## src/rtl/core/rtda_pkg.sv

```systemverilog
// Shared types and constants for the ring transmit descriptor allocator.
// Used by rtda_front, rtda_back and the ring_tx_descriptor_allocator top level.
package rtda_pkg;

	// Default number of descriptors the ring can hold
	localparam int DESC_MAX_DEF = 64;

	// Fixed field widths
	localparam int CFG_W     = 7;
	localparam int LEN_W     = 32;
	localparam int RIDX_W    = 16;
	localparam int OUT_ID_W  = 6;
	localparam int FREE_W    = 7;

	// Descriptor count after reset, before any clamp
	localparam int CFG_RESET = 64;

	// Free-map search: descriptors are scanned in groups of this size
	localparam int GRP_W     = 8;
	localparam int LOW_W     = $clog2(GRP_W);

	typedef enum logic {
		OP_SEND = 1'b0,
		OP_DONE = 1'b1
	} op_t;

	typedef enum logic [1:0] {
		ST_SENT    = 2'd0,
		ST_FULL    = 2'd1,
		ST_FREED   = 2'd2,
		ST_IGNORED = 2'd3
	} status_t;

	typedef enum logic [1:0] {
		BK_IDLE,
		BK_SCAN,
		BK_EXEC
	} bk_state_t;

	// Classified work item: data is msg_len for a send, done_id for a completion
	typedef struct packed {
		op_t              op;
		logic             in_range;
		logic [LEN_W-1:0] data;
	} work_t;

	// One result transaction
	typedef struct packed {
		status_t             status;
		logic [OUT_ID_W-1:0] desc_id;
		logic [OUT_ID_W-1:0] ring_slot;
		logic [RIDX_W-1:0]   ring_index;
		logic [LEN_W-1:0]    desc_len;
		logic [FREE_W-1:0]   free_left;
	} res_t;

endpackage

```

## src/rtl/core/rtda_front.sv

```systemverilog
// Front end of the descriptor allocator: accepts requests, range-checks
// completion ids and holds classified work in a two-entry queue. Uses rtda_pkg.
module rtda_front #(
	parameter int DESC_MAX = rtda_pkg::DESC_MAX_DEF
) (
	input  logic                          clk,
	input  logic                          arst_n,
	input  logic                          push,
	output logic                          full,
	input  logic                          op,
	input  logic [rtda_pkg::LEN_W-1:0]    msg_len,
	input  logic [rtda_pkg::LEN_W-1:0]    done_id,
	input  logic [$clog2(DESC_MAX+1)-1:0] eff_count,
	output logic                          q_valid,
	input  logic                          q_take,
	output rtda_pkg::work_t               q_item
);
	import rtda_pkg::*;

	work_t      ent_q [2];
	logic       wr_ptr_q;
	logic       rd_ptr_q;
	logic [1:0] cnt_q;
	work_t      item_c;
	logic       wr_en;
	logic       rd_en;

	// Classify the incoming transaction
	always_comb begin
		item_c.op       = op_t'(op);
		item_c.in_range = (done_id < LEN_W'(eff_count));
		item_c.data     = (op_t'(op) == OP_DONE) ? done_id : msg_len;
	end

	assign full    = (cnt_q == 2'd2);
	assign q_valid = (cnt_q != 2'd0);
	assign q_item  = ent_q[rd_ptr_q];
	assign wr_en   = push && !full;
	assign rd_en   = q_take && q_valid;

	// Store queue entries
	always_ff @(posedge clk) begin
		if (wr_en) begin
			ent_q[wr_ptr_q] <= item_c;
		end
	end

	// Advance queue pointers and occupancy
	always_ff @(posedge clk or negedge arst_n) begin
		if (!arst_n) begin
			wr_ptr_q <= 1'b0;
			rd_ptr_q <= 1'b0;
			cnt_q    <= 2'd0;
		end else begin
			if (wr_en) begin
				wr_ptr_q <= !wr_ptr_q;
			end
			if (rd_en) begin
				rd_ptr_q <= !rd_ptr_q;
			end
			if (wr_en && !rd_en) begin
				cnt_q <= cnt_q + 2'd1;
			end else if (rd_en && !wr_en) begin
				cnt_q <= cnt_q - 2'd1;
			end
		end
	end

endmodule

```

## src/rtl/core/rtda_back.sv

```systemverilog
// Back end of the descriptor allocator: free-map search, in-flight map,
// ring indices and the result register. Uses rtda_pkg.
module rtda_back #(
	parameter int DESC_MAX = rtda_pkg::DESC_MAX_DEF
) (
	input  logic                          clk,
	input  logic                          arst_n,
	input  logic                          q_valid,
	output logic                          q_take,
	input  rtda_pkg::work_t               q_item,
	input  logic [$clog2(DESC_MAX+1)-1:0] eff_count,
	input  logic                          restart,
	input  logic [$clog2(DESC_MAX+1)-1:0] restart_count,
	output logic                          res_valid,
	input  logic                          res_pop,
	output rtda_pkg::res_t                res
);
	import rtda_pkg::*;

	localparam int ID_W      = (DESC_MAX > 1) ? $clog2(DESC_MAX) : 1;
	localparam int CNT_W     = $clog2(DESC_MAX + 1);
	localparam int NG        = (DESC_MAX + GRP_W - 1) / GRP_W;
	localparam int PAD       = NG * GRP_W;
	localparam int RST_COUNT = (DESC_MAX < CFG_RESET) ? DESC_MAX : CFG_RESET;

	bk_state_t          state_q, state_d;
	work_t              cur_s1;
	logic [DESC_MAX-1:0] map_q;
	logic [CNT_W-1:0]   free_q;
	logic [RIDX_W-1:0]  avail_q, used_q;
	logic [ID_W-1:0]    aslot_q, uslot_q;
	logic [NG-1:0]      gfree_s2;
	logic [LOW_W-1:0]   glow_s2 [NG];
	logic               hit_s2;
	logic               res_valid_q;
	res_t               res_q;

	logic [PAD-1:0]     pm;
	logic [NG-1:0]      gfree_c;
	logic [LOW_W-1:0]   glow_c [NG];
	logic [ID_W-1:0]    cur_id;
	logic               hit_c;
	logic [ID_W-1:0]    pick_id;
	logic               do_exec;
	logic               set_en, clr_en;
	logic [ID_W-1:0]    upd_id;
	logic [CNT_W-1:0]   free_d;
	logic [RIDX_W-1:0]  avail_d, used_d;
	logic [ID_W-1:0]    aslot_d, uslot_d;
	res_t               res_d;

	// Slot that follows a ring index; wrap at the count or at index rollover
	function automatic logic [ID_W-1:0] next_slot(input logic [ID_W-1:0] slot,
			input logic [RIDX_W-1:0] idx, input logic [CNT_W-1:0] cnt);
		logic wrap;
		wrap = (idx == {RIDX_W{1'b1}}) || ((int'(slot) + 1) == int'(cnt));
		return wrap ? '0 : ID_W'(int'(slot) + 1);
	endfunction

	assign cur_id = cur_s1.data[ID_W-1:0];

	// Pad the map so unused positions never look free
	always_comb begin
		for (int i = 0; i < PAD; i++) begin
			if (i < DESC_MAX) begin
				pm[i] = map_q[i];
			end else begin
				pm[i] = 1'b1;
			end
		end
	end

	// First search level: lowest free descriptor within each group
	always_comb begin
		for (int g = 0; g < NG; g++) begin
			gfree_c[g] = 1'b0;
			glow_c[g]  = '0;
			for (int b = GRP_W - 1; b >= 0; b--) begin
				if (!pm[g*GRP_W + b]) begin
					gfree_c[g] = 1'b1;
					glow_c[g]  = LOW_W'(b);
				end
			end
		end
		hit_c = cur_s1.in_range && pm[cur_id];
	end

	// Second search level: lowest group with a free descriptor
	always_comb begin
		pick_id = '0;
		for (int g = NG - 1; g >= 0; g--) begin
			if (gfree_s2[g]) begin
				pick_id = ID_W'(g*GRP_W + int'(glow_s2[g]));
			end
		end
	end

	// Sequencer: take, scan, execute
	always_comb begin
		state_d = state_q;
		q_take  = 1'b0;
		do_exec = 1'b0;
		unique case (state_q)
			BK_IDLE: begin
				if (q_valid) begin
					q_take  = 1'b1;
					state_d = BK_SCAN;
				end
			end
			BK_SCAN: begin
				state_d = BK_EXEC;
			end
			BK_EXEC: begin
				if (!res_valid_q || res_pop) begin
					do_exec = 1'b1;
					state_d = BK_IDLE;
				end
			end
			default: begin
				state_d = BK_IDLE;
			end
		endcase
	end

	// Carry out the item and build its result
	always_comb begin
		set_en  = 1'b0;
		clr_en  = 1'b0;
		upd_id  = pick_id;
		free_d  = free_q;
		avail_d = avail_q;
		used_d  = used_q;
		aslot_d = aslot_q;
		uslot_d = uslot_q;
		res_d   = '0;
		if (cur_s1.op == OP_SEND) begin
			if (free_q != '0) begin
				set_en           = 1'b1;
				free_d           = free_q - CNT_W'(1);
				avail_d          = avail_q + RIDX_W'(1);
				aslot_d          = next_slot(aslot_q, avail_q, eff_count);
				res_d.status     = ST_SENT;
				res_d.desc_id    = OUT_ID_W'(pick_id);
				res_d.ring_slot  = OUT_ID_W'(aslot_q);
				res_d.ring_index = avail_d;
				res_d.desc_len   = cur_s1.data;
			end else begin
				res_d.status     = ST_FULL;
				res_d.ring_index = avail_q;
			end
		end else begin
			upd_id          = cur_id;
			used_d          = used_q + RIDX_W'(1);
			uslot_d         = next_slot(uslot_q, used_q, eff_count);
			res_d.ring_slot = OUT_ID_W'(uslot_q);
			res_d.ring_index = used_d;
			if (hit_s2) begin
				clr_en        = 1'b1;
				free_d        = free_q + CNT_W'(1);
				res_d.status  = ST_FREED;
				res_d.desc_id = OUT_ID_W'(cur_id);
			end else begin
				res_d.status  = ST_IGNORED;
			end
		end
		res_d.free_left = FREE_W'(free_d);
	end

	// Latch the work item and the search results
	always_ff @(posedge clk) begin
		if (q_take) begin
			cur_s1 <= q_item;
		end
		if (state_q == BK_SCAN) begin
			gfree_s2 <= gfree_c;
			glow_s2  <= glow_c;
			hit_s2   <= hit_c;
		end
		if (do_exec) begin
			res_q <= res_d;
		end
	end

	// Update ring state; restart clears the map, indices and slots and reloads free_q
	always_ff @(posedge clk or negedge arst_n) begin
		if (!arst_n) begin
			state_q     <= BK_IDLE;
			map_q       <= '0;
			free_q      <= CNT_W'(RST_COUNT);
			avail_q     <= '0;
			used_q      <= '0;
			aslot_q     <= '0;
			uslot_q     <= '0;
			res_valid_q <= 1'b0;
		end else begin
			state_q <= state_d;
			if (restart) begin
				map_q   <= '0;
				free_q  <= restart_count;
				avail_q <= '0;
				used_q  <= '0;
				aslot_q <= '0;
				uslot_q <= '0;
			end else if (do_exec) begin
				if (set_en) begin
					map_q[upd_id] <= 1'b1;
				end
				if (clr_en) begin
					map_q[upd_id] <= 1'b0;
				end
				free_q  <= free_d;
				avail_q <= avail_d;
				used_q  <= used_d;
				aslot_q <= aslot_d;
				uslot_q <= uslot_d;
			end
			if (do_exec) begin
				res_valid_q <= 1'b1;
			end else if (res_pop) begin
				res_valid_q <= 1'b0;
			end
		end
	end

	assign res_valid = res_valid_q;
	assign res       = res_q;

endmodule

```

## src/rtl/core/ring_tx_descriptor_allocator.sv

```systemverilog
// Ring transmit descriptor allocator: a two-entry queue sits in front of a back end
// that finishes each item (take, free-map scan, execute) before taking the next, and
// shows its result (empty low); execute stalls while a result is unpopped.
// Reset (arst_n low) clears the in-flight map and both ring indices and sets the
// descriptor count to 64, clamped to DESC_MAX. A count write restarts the ring.
module ring_tx_descriptor_allocator #(
	parameter int DESC_MAX = rtda_pkg::DESC_MAX_DEF
) (
	input  logic                          clk,
	input  logic                          arst_n,
	input  logic                          push,
	output logic                          full,
	input  logic                          op,
	input  logic [rtda_pkg::LEN_W-1:0]    msg_len,
	input  logic [rtda_pkg::LEN_W-1:0]    done_id,
	output logic                          empty,
	input  logic                          pop,
	output logic [1:0]                    status,
	output logic [rtda_pkg::OUT_ID_W-1:0] desc_id,
	output logic [rtda_pkg::OUT_ID_W-1:0] ring_slot,
	output logic [rtda_pkg::RIDX_W-1:0]   ring_index,
	output logic [rtda_pkg::LEN_W-1:0]    desc_len,
	output logic [rtda_pkg::FREE_W-1:0]   free_left,
	input  logic                          cfg_valid,
	output logic                          cfg_ready,
	input  logic [rtda_pkg::CFG_W-1:0]    cfg_data
);
	import rtda_pkg::*;

	localparam int CNT_W     = $clog2(DESC_MAX + 1);
	localparam int RST_COUNT = (DESC_MAX < CFG_RESET) ? DESC_MAX : CFG_RESET;

	logic [CNT_W-1:0] eff_count_q;
	logic [CNT_W-1:0] eff_d;
	logic             restart;
	logic             q_valid, q_take;
	work_t            q_item;
	logic             res_valid;
	res_t             res;

	// Clamp the written count into 1..DESC_MAX
	always_comb begin
		priority if (cfg_data == '0) begin
			eff_d = CNT_W'(1);
		end else if (int'(cfg_data) > DESC_MAX) begin
			eff_d = CNT_W'(DESC_MAX);
		end else begin
			eff_d = CNT_W'(cfg_data);
		end
	end

	assign cfg_ready = 1'b1;
	assign restart   = cfg_valid && cfg_ready;

	// Hold the effective descriptor count
	always_ff @(posedge clk or negedge arst_n) begin
		if (!arst_n) begin
			eff_count_q <= CNT_W'(RST_COUNT);
		end else if (restart) begin
			eff_count_q <= eff_d;
		end
	end

	rtda_front #(
		.DESC_MAX(DESC_MAX)
	) u_front (
		.clk      (clk),
		.arst_n   (arst_n),
		.push     (push),
		.full     (full),
		.op       (op),
		.msg_len  (msg_len),
		.done_id  (done_id),
		.eff_count(eff_count_q),
		.q_valid  (q_valid),
		.q_take   (q_take),
		.q_item   (q_item)
	);

	rtda_back #(
		.DESC_MAX(DESC_MAX)
	) u_back (
		.clk          (clk),
		.arst_n       (arst_n),
		.q_valid      (q_valid),
		.q_take       (q_take),
		.q_item       (q_item),
		.eff_count    (eff_count_q),
		.restart      (restart),
		.restart_count(eff_d),
		.res_valid    (res_valid),
		.res_pop      (pop),
		.res          (res)
	);

	// Drive the result ports
	assign empty      = !res_valid;
	assign status     = res.status;
	assign desc_id    = res.desc_id;
	assign ring_slot  = res.ring_slot;
	assign ring_index = res.ring_index;
	assign desc_len   = res.desc_len;
	assign free_left  = res.free_left;

`ifndef SYNTHESIS
	a_full_means_none_free: assert property (@(posedge clk) disable iff (!arst_n)
		(!empty && status == ST_FULL) |-> (free_left == '0))
		else $error("ring reported full while descriptors remain free");

	a_free_within_count: assert property (@(posedge clk) disable iff (!arst_n)
		!empty |-> (int'(free_left) <= int'(eff_count_q)))
		else $error("free descriptor count exceeds ring size");

	a_no_desc_on_reject: assert property (@(posedge clk) disable iff (!arst_n)
		(!empty && (status == ST_FULL || status == ST_IGNORED))
		|-> (desc_id == '0 && desc_len == '0))
		else $error("descriptor fields set on a rejected transaction");
`endif

endmodule
```

## config.mk

```make
export PLATFORM = sky130hd
export DESIGN_NAME = ring_tx_descriptor_allocator
export DESIGN_NICKNAME = d
export VERILOG_FILES = /design/src/rtl/core/rtda_pkg.sv /design/src/rtl/core/rtda_front.sv /design/src/rtl/core/rtda_back.sv /design/src/rtl/core/ring_tx_descriptor_allocator.sv
export SDC_FILE = /design/constraint.sdc
export NUM_CORES = 1
export LEC_CHECK = 0
export ABC_AREA = 1
export BUFFER_PORTS_ARGS = -buffer_cell sky130_fd_sc_hd__buf_4
export CORE_MARGIN = 5
export CORE_UTILIZATION = 50
export CTS_BUF_LIST = sky130_fd_sc_hd__clkbuf_2
export DETAILED_ROUTE_END_ITERATION = 6
export PLACE_DENSITY = 0.66
export SLEW_MARGIN = 20
export SYNTH_ARGS = -nofsm -noshare
export SYNTH_HDL_FRONTEND = slang
export SYNTH_HIERARCHICAL = 1
export SYNTH_SLANG_ARGS = --single-unit
```

## constraint.sdc

```tcl
create_clock -name clk -period 10.4 [get_ports clk]
set_input_delay 1.04 -clock clk [delete_from_list [all_inputs] [get_ports clk]]
set_output_delay 1.04 -clock clk [all_outputs]
set_load 0.01 [all_outputs]
```

==> results.md <==
| Stage | Item | This run |
| --- | --- | --- |
| clock network | Count of instances resized after the clock tree is built | 0 |
| power and ir drop | Worst vdd ir | 0.157 mV |
| routing | Detailed-routed wire length on met3 | 4.31 mm |
| floorplan | Vertical die dimension | 197 um |
| placed design | Area of placed instances | 18800 um2 |
| power and ir drop | Overall power consumption | 4.64 mW |
| clock network | CTS Root Cell | sky130_fd_sc_hd__clkbuf_2 |
| global route | Maximum number of pins on one net before global-route repair | 74 |
| outcome | Outcome | finished clean |
| logic synthesis | Gate count of the mapped netlist | 2012 |
| placed design | Dpl hpwl | 29.4 mm |
| logic synthesis | Post-synth cell types | 51 |
| worst hold path | Number of instances on the worst hold path | 3 |
| routing | Total detailed-routing wirelength | 47.2 mm |
| routing | Number of DRC violations after detailed routing | 0 |
| floorplan | Starting Density | 50.7% |
| logic synthesis | Synthesis-stage register bit count | 333 |
| logic synthesis | Net count of the mapped netlist | 2103 |
| critical path | Critical R2R Capture | u_back/map_q[56] |
| floorplan | Std-Cell Core Area | 34500 um2 |
| cells and area | Layout Utilization | 56.9% |
| routing | Routed met1 length | 20.5 mm |
| worst hold path | Worst min-delay path category | primary input to flop |
| placed design | Setup Slack @ Placement | 6.93 ns |
| clock network | Clock latency reported for the late side of the worst-skew pair | 0.99 ns |
| floorplan | Number of core rows | 68 |
| sta | Sum Neg Setup Slack | 0 ns |
| logic synthesis | Area of the mapped netlist | 17500 um2 |
| worst hold path | Worst Hold Path EP | eff_count_q[1] |
| sta | Tightest slew margin relative to the limit | 28.8% |
| global route | Antenna violations before repair | 2 |
| logic synthesis | Seq/Total Area, Yosys | 53.4% |
| sta | Top achievable clock speed | 0.271 GHz |
| critical path | Minimum setup slack among reg-to-reg paths | 6.71 ns |
| logic synthesis | Syn avg cell area | 8.71 um2 |
| clock network | Hold buffer count at cts | 1 |
| sta | Final Slew Violations | 0 |
| worst hold path | Startpoint of the lowest-slack hold path | cfg_data[1] |
| cells and area | Share of final-layout standard cells stronger than drive strength 1 | 17.2% |
| routing | Residual antenna-violating net count after detailed routing | 0 |
| cells and area | Post-route standard cell area excluding fillers | 19600 um2 |
| clock network | Clk buf depth | 3 |
| floorplan | Die outline area | 38900 um2 |
| sta | RSZ-0062 raised after global routing | false |
| clock network | TritonCTS clock tree | yes |
| power and ir drop | Total leakage power | 8.55 nW |
| routing | DR top layer | met4 |
| job | Count of maximum capacitance violations | 0 |
| routing | Routed length on met2 | 21.4 mm |
| power and ir drop | Pwr dens | 236 nW/um2 |
| logic synthesis | EDFF count, synth | 204 |
| logic synthesis | Ys flop type | sky130_fd_sc_hd__edfxtp_1 |
| sta | Setup Skew | 0.0683 ns |
| critical path | Worst R2R Start | u_back/cur_s1[33] |
| routing | Drt first-iter violations | 1529 |
| critical path | Critical path data arrival time | 4.51 ns |
| logic synthesis | Yosys synthesis warning count | 6 |
| sta | Pin slew with the least headroom to its limit | 1.07 ns |
| sta | Final critical path time including I/O delays and setup | 3.69 ns |
| routing | Vias per inst | 5.53 |
| clock network | Clock edge transition at the registers on the reported setup and hold paths | 0.11 ns |
| critical path | Capturing element type of the critical path | flop |
| critical path | Cell depth of the worst flop-to-flop path | 10 |
| routing | Via count of the routed design | 14900 |
| cells and area | Layout overhead on the synthesized area | 12.1% |
| global route | Wire length of the first global-routing pass | 75.4 mm |
| logic synthesis | Ys async rst share | 38.7% |
| critical path | Worst-path fanout max | 56 |
| cells and area | Nets@finish | 2257 |
| critical path | Element type at the critical path start | flop |
| clock network | Number of post-CTS setup repair buffers | 0 |
| sta | Final worst-path cycle share | 35.5% |
| floorplan | Number of I/O pins | 149 |
| clock network | CTS sink cnt | 333 |
| sta | Worst-case setup margin in the final layout | 6.71 ns |
| clock network | H-tree Lvls | 3 |
| global route | Via count of the first global-routing pass | 14500 |
| floorplan | Die X-Extent | 197 um |
| global route | Remaining Overflow, GRT | 0 |
| global route | Overall fraction of global-route tracks in use | 24.0% |
| sta | Final setup violation count | 0 |
| placed design | Final weighted congestion of routability-driven global placement | 0.880 |
| routing | Number of iterations in the first detailed-routing pass | 5 |
| critical path | Data required, critical path | 11.22 ns |
| sta | Final-report hold violation count | 0 |
| routing | Routed WL per cell | 17.5 um |
| clock network | Number of buffers created by CTS | 87 |
| placed design | Number of buffers inserted by port buffering | 147 |
| critical path | Type of the worst setup path | flop to flop |
| critical path | Critical Path Source | u_back/cur_s1[33] |
==> cells in the final DEF (no fill, tap or decap), types with 31 or more instances in the layout <==
master,count
sky130_fd_sc_hd__nor3_1,31
sky130_fd_sc_hd__o22ai_1,39
sky130_fd_sc_hd__nand4_1,108
sky130_fd_sc_hd__nor2_1,178
sky130_fd_sc_hd__nand2_1,529
sky130_fd_sc_hd__clkbuf_2,131
sky130_fd_sc_hd__a21oi_1,71
sky130_fd_sc_hd__edfxtp_1,204
sky130_fd_sc_hd__buf_4,164
sky130_fd_sc_hd__inv_1,215
sky130_fd_sc_hd__dfrtp_1,127
sky130_fd_sc_hd__nand3_1,80
sky130_fd_sc_hd__o21ai_0,105
==> sequential cells by signal, summed over array words and instances (netlist names) <==
name              flops
u_back/res           69
u_front/ent_q        68
u_back/map_q         64
u_back/cur_s1        28
u_back/glow_s2       24
u_back/avail_q       16
u_back/used_q        16
u_back/gfree_s2       8
eff_count_q           7
u_back/free_q         7
u_back/aslot_q        6
u_back/cur_id         6
u_back/uslot_q        6
u_back/state_q        2
u_front/cnt_q         2
u_back/hit_s2         1
u_back/res_valid      1
u_front/rd_ptr_q      1
u_front/wr_ptr_q      1
==> synth_stat cells, types with 3 or more instances <==
| master | number | area (um2) |
|---|---|---|
| sky130_fd_sc_hd__nor2_4 | 10 | 113 |
| sky130_fd_sc_hd__mux2_2 | 7 | 78.8 |
| sky130_fd_sc_hd__nand3_1 | 80 | 400 |
| sky130_fd_sc_hd__nor2_1 | 184 | 691 |
| sky130_fd_sc_hd__or2_2 | 3 | 18.8 |
| sky130_fd_sc_hd__buf_4 | 18 | 135 |
| sky130_fd_sc_hd__o21ai_1 | 28 | 140 |
| sky130_fd_sc_hd__nand2_1 | 529 | 1990 |
| sky130_fd_sc_hd__nand2_2 | 5 | 31.3 |
| sky130_fd_sc_hd__xnor2_1 | 7 | 61.3 |
| sky130_fd_sc_hd__xor2_1 | 30 | 263 |
| sky130_fd_sc_hd__inv_1 | 216 | 811 |
| sky130_fd_sc_hd__o21ai_0 | 106 | 531 |
| sky130_fd_sc_hd__o22ai_1 | 39 | 244 |
| sky130_fd_sc_hd__o21bai_1 | 9 | 67.6 |
| sky130_fd_sc_hd__nand4_1 | 108 | 676 |
| sky130_fd_sc_hd__nand2_4 | 5 | 56.3 |
| sky130_fd_sc_hd__o21ai_2 | 4 | 35.0 |
| sky130_fd_sc_hd__nor4_1 | 14 | 87.6 |
| sky130_fd_sc_hd__nor3_1 | 31 | 155 |
| sky130_fd_sc_hd__inv_2 | 11 | 41.3 |
| sky130_fd_sc_hd__nor2_2 | 10 | 62.6 |
| sky130_fd_sc_hd__dfrtp_1 | 127 | 3180 |
| sky130_fd_sc_hd__buf_1 | 3 | 11.3 |
| sky130_fd_sc_hd__buf_6 | 9 | 101 |
| sky130_fd_sc_hd__ha_1 | 14 | 175 |
| sky130_fd_sc_hd__a31oi_1 | 8 | 50.1 |
| sky130_fd_sc_hd__edfxtp_1 | 204 | 6130 |
| sky130_fd_sc_hd__o211ai_1 | 12 | 90.1 |
| sky130_fd_sc_hd__a21oi_1 | 71 | 355 |
| sky130_fd_sc_hd__clkinv_1 | 5 | 18.8 |
| sky130_fd_sc_hd__nand3_2 | 5 | 50.1 |
| sky130_fd_sc_hd__buf_2 | 34 | 170 |
| sky130_fd_sc_hd__clkbuf_1 | 35 | 131 |
| sky130_fd_sc_hd__mux2_4 | 11 | 165 |
==> routing by layer <==
metal	GRT usage, %	vias up
met4	7.73	0
met3	5.65	89
li1	-	7127
met5	0	-
met1	34.0	7001
met2	36.8	696
==> area by class of cell <==
cell class	count	area, um2
Clock buffer	131	656
Tap cell	455	569
Multi-Input combinational cell	1346	6760
Fill cell	3102	14900
Inverter	233	877
Antenna cell	3	7.51
Clock inverter	32	171
Timing Repair Buffer	165	1240
Sequential cell	333	9360
==> through the flow <==
step           hold slack, ns  std cells
2_1_floorplan           0.432       2012
3_3_place_gp            0.464       2531
3_5_place_dp            0.475       2531
4_1_cts                 0.281       2695
5_1_grt                 0.230       2698
6_report                0.378       2698
==> critical path, cell delays in order, from the launching register on <==
cell and delay (ns):
sky130_fd_sc_hd__edfxtp_1 0.34, sky130_fd_sc_hd__buf_4 0.37, sky130_fd_sc_hd__inv_2 0.41, sky130_fd_sc_hd__nand3_1 0.22, sky130_fd_sc_hd__nand2_2 0.56, sky130_fd_sc_hd__inv_2 1.05
sky130_fd_sc_hd__nand4_1 0.23, sky130_fd_sc_hd__nor2_1 0.15, sky130_fd_sc_hd__nor2_1 0.05, sky130_fd_sc_hd__nand2_1 0.08, sky130_fd_sc_hd__nand2_1 0.04
==> cells by family (layout without fill, tap and decap cells) <==
| family | count (synthesis) | count (layout) | synth area share, % |
|---|---|---|---|
| and+or+nand+nor | 990 | 990 | 25.0 |
| adders and majority gates | 14 | 14 | 0.999 |
| other | 1 | 4 | 0.0214 |
| xor gates and xnor gates | 37 | 37 | 1.85 |
| AOI/OAI and AO/OA | 284 | 284 | 8.96 |
| muxes | 20 | 20 | 1.51 |
| DFF | 333 | 333 | 53.4 |
| buffers and inverters | 333 | 561 | 8.25 |
==> power by group <==
part           switching (mW)  internal, mW  leakage, nW
logic                    1.33         0.433         4.27
registers               0.143          1.81         3.67
clock network           0.555         0.366        0.606
total                    2.03          2.61         8.55
==> how the worst max path moves through the flow <==
stage	end	slack [ns]
after floorplan	u_back/avail_q[13]	4.91
after global placement	u_back/map_q[48]	6.97
after detailed placement	u_back/map_q[40]	6.93
after CTS	u_back/map_q[56]	6.84
after global routing	u_back/map_q[56]	6.48
final	u_back/map_q[56]	6.71
Power figures use the tool's default switching activity.
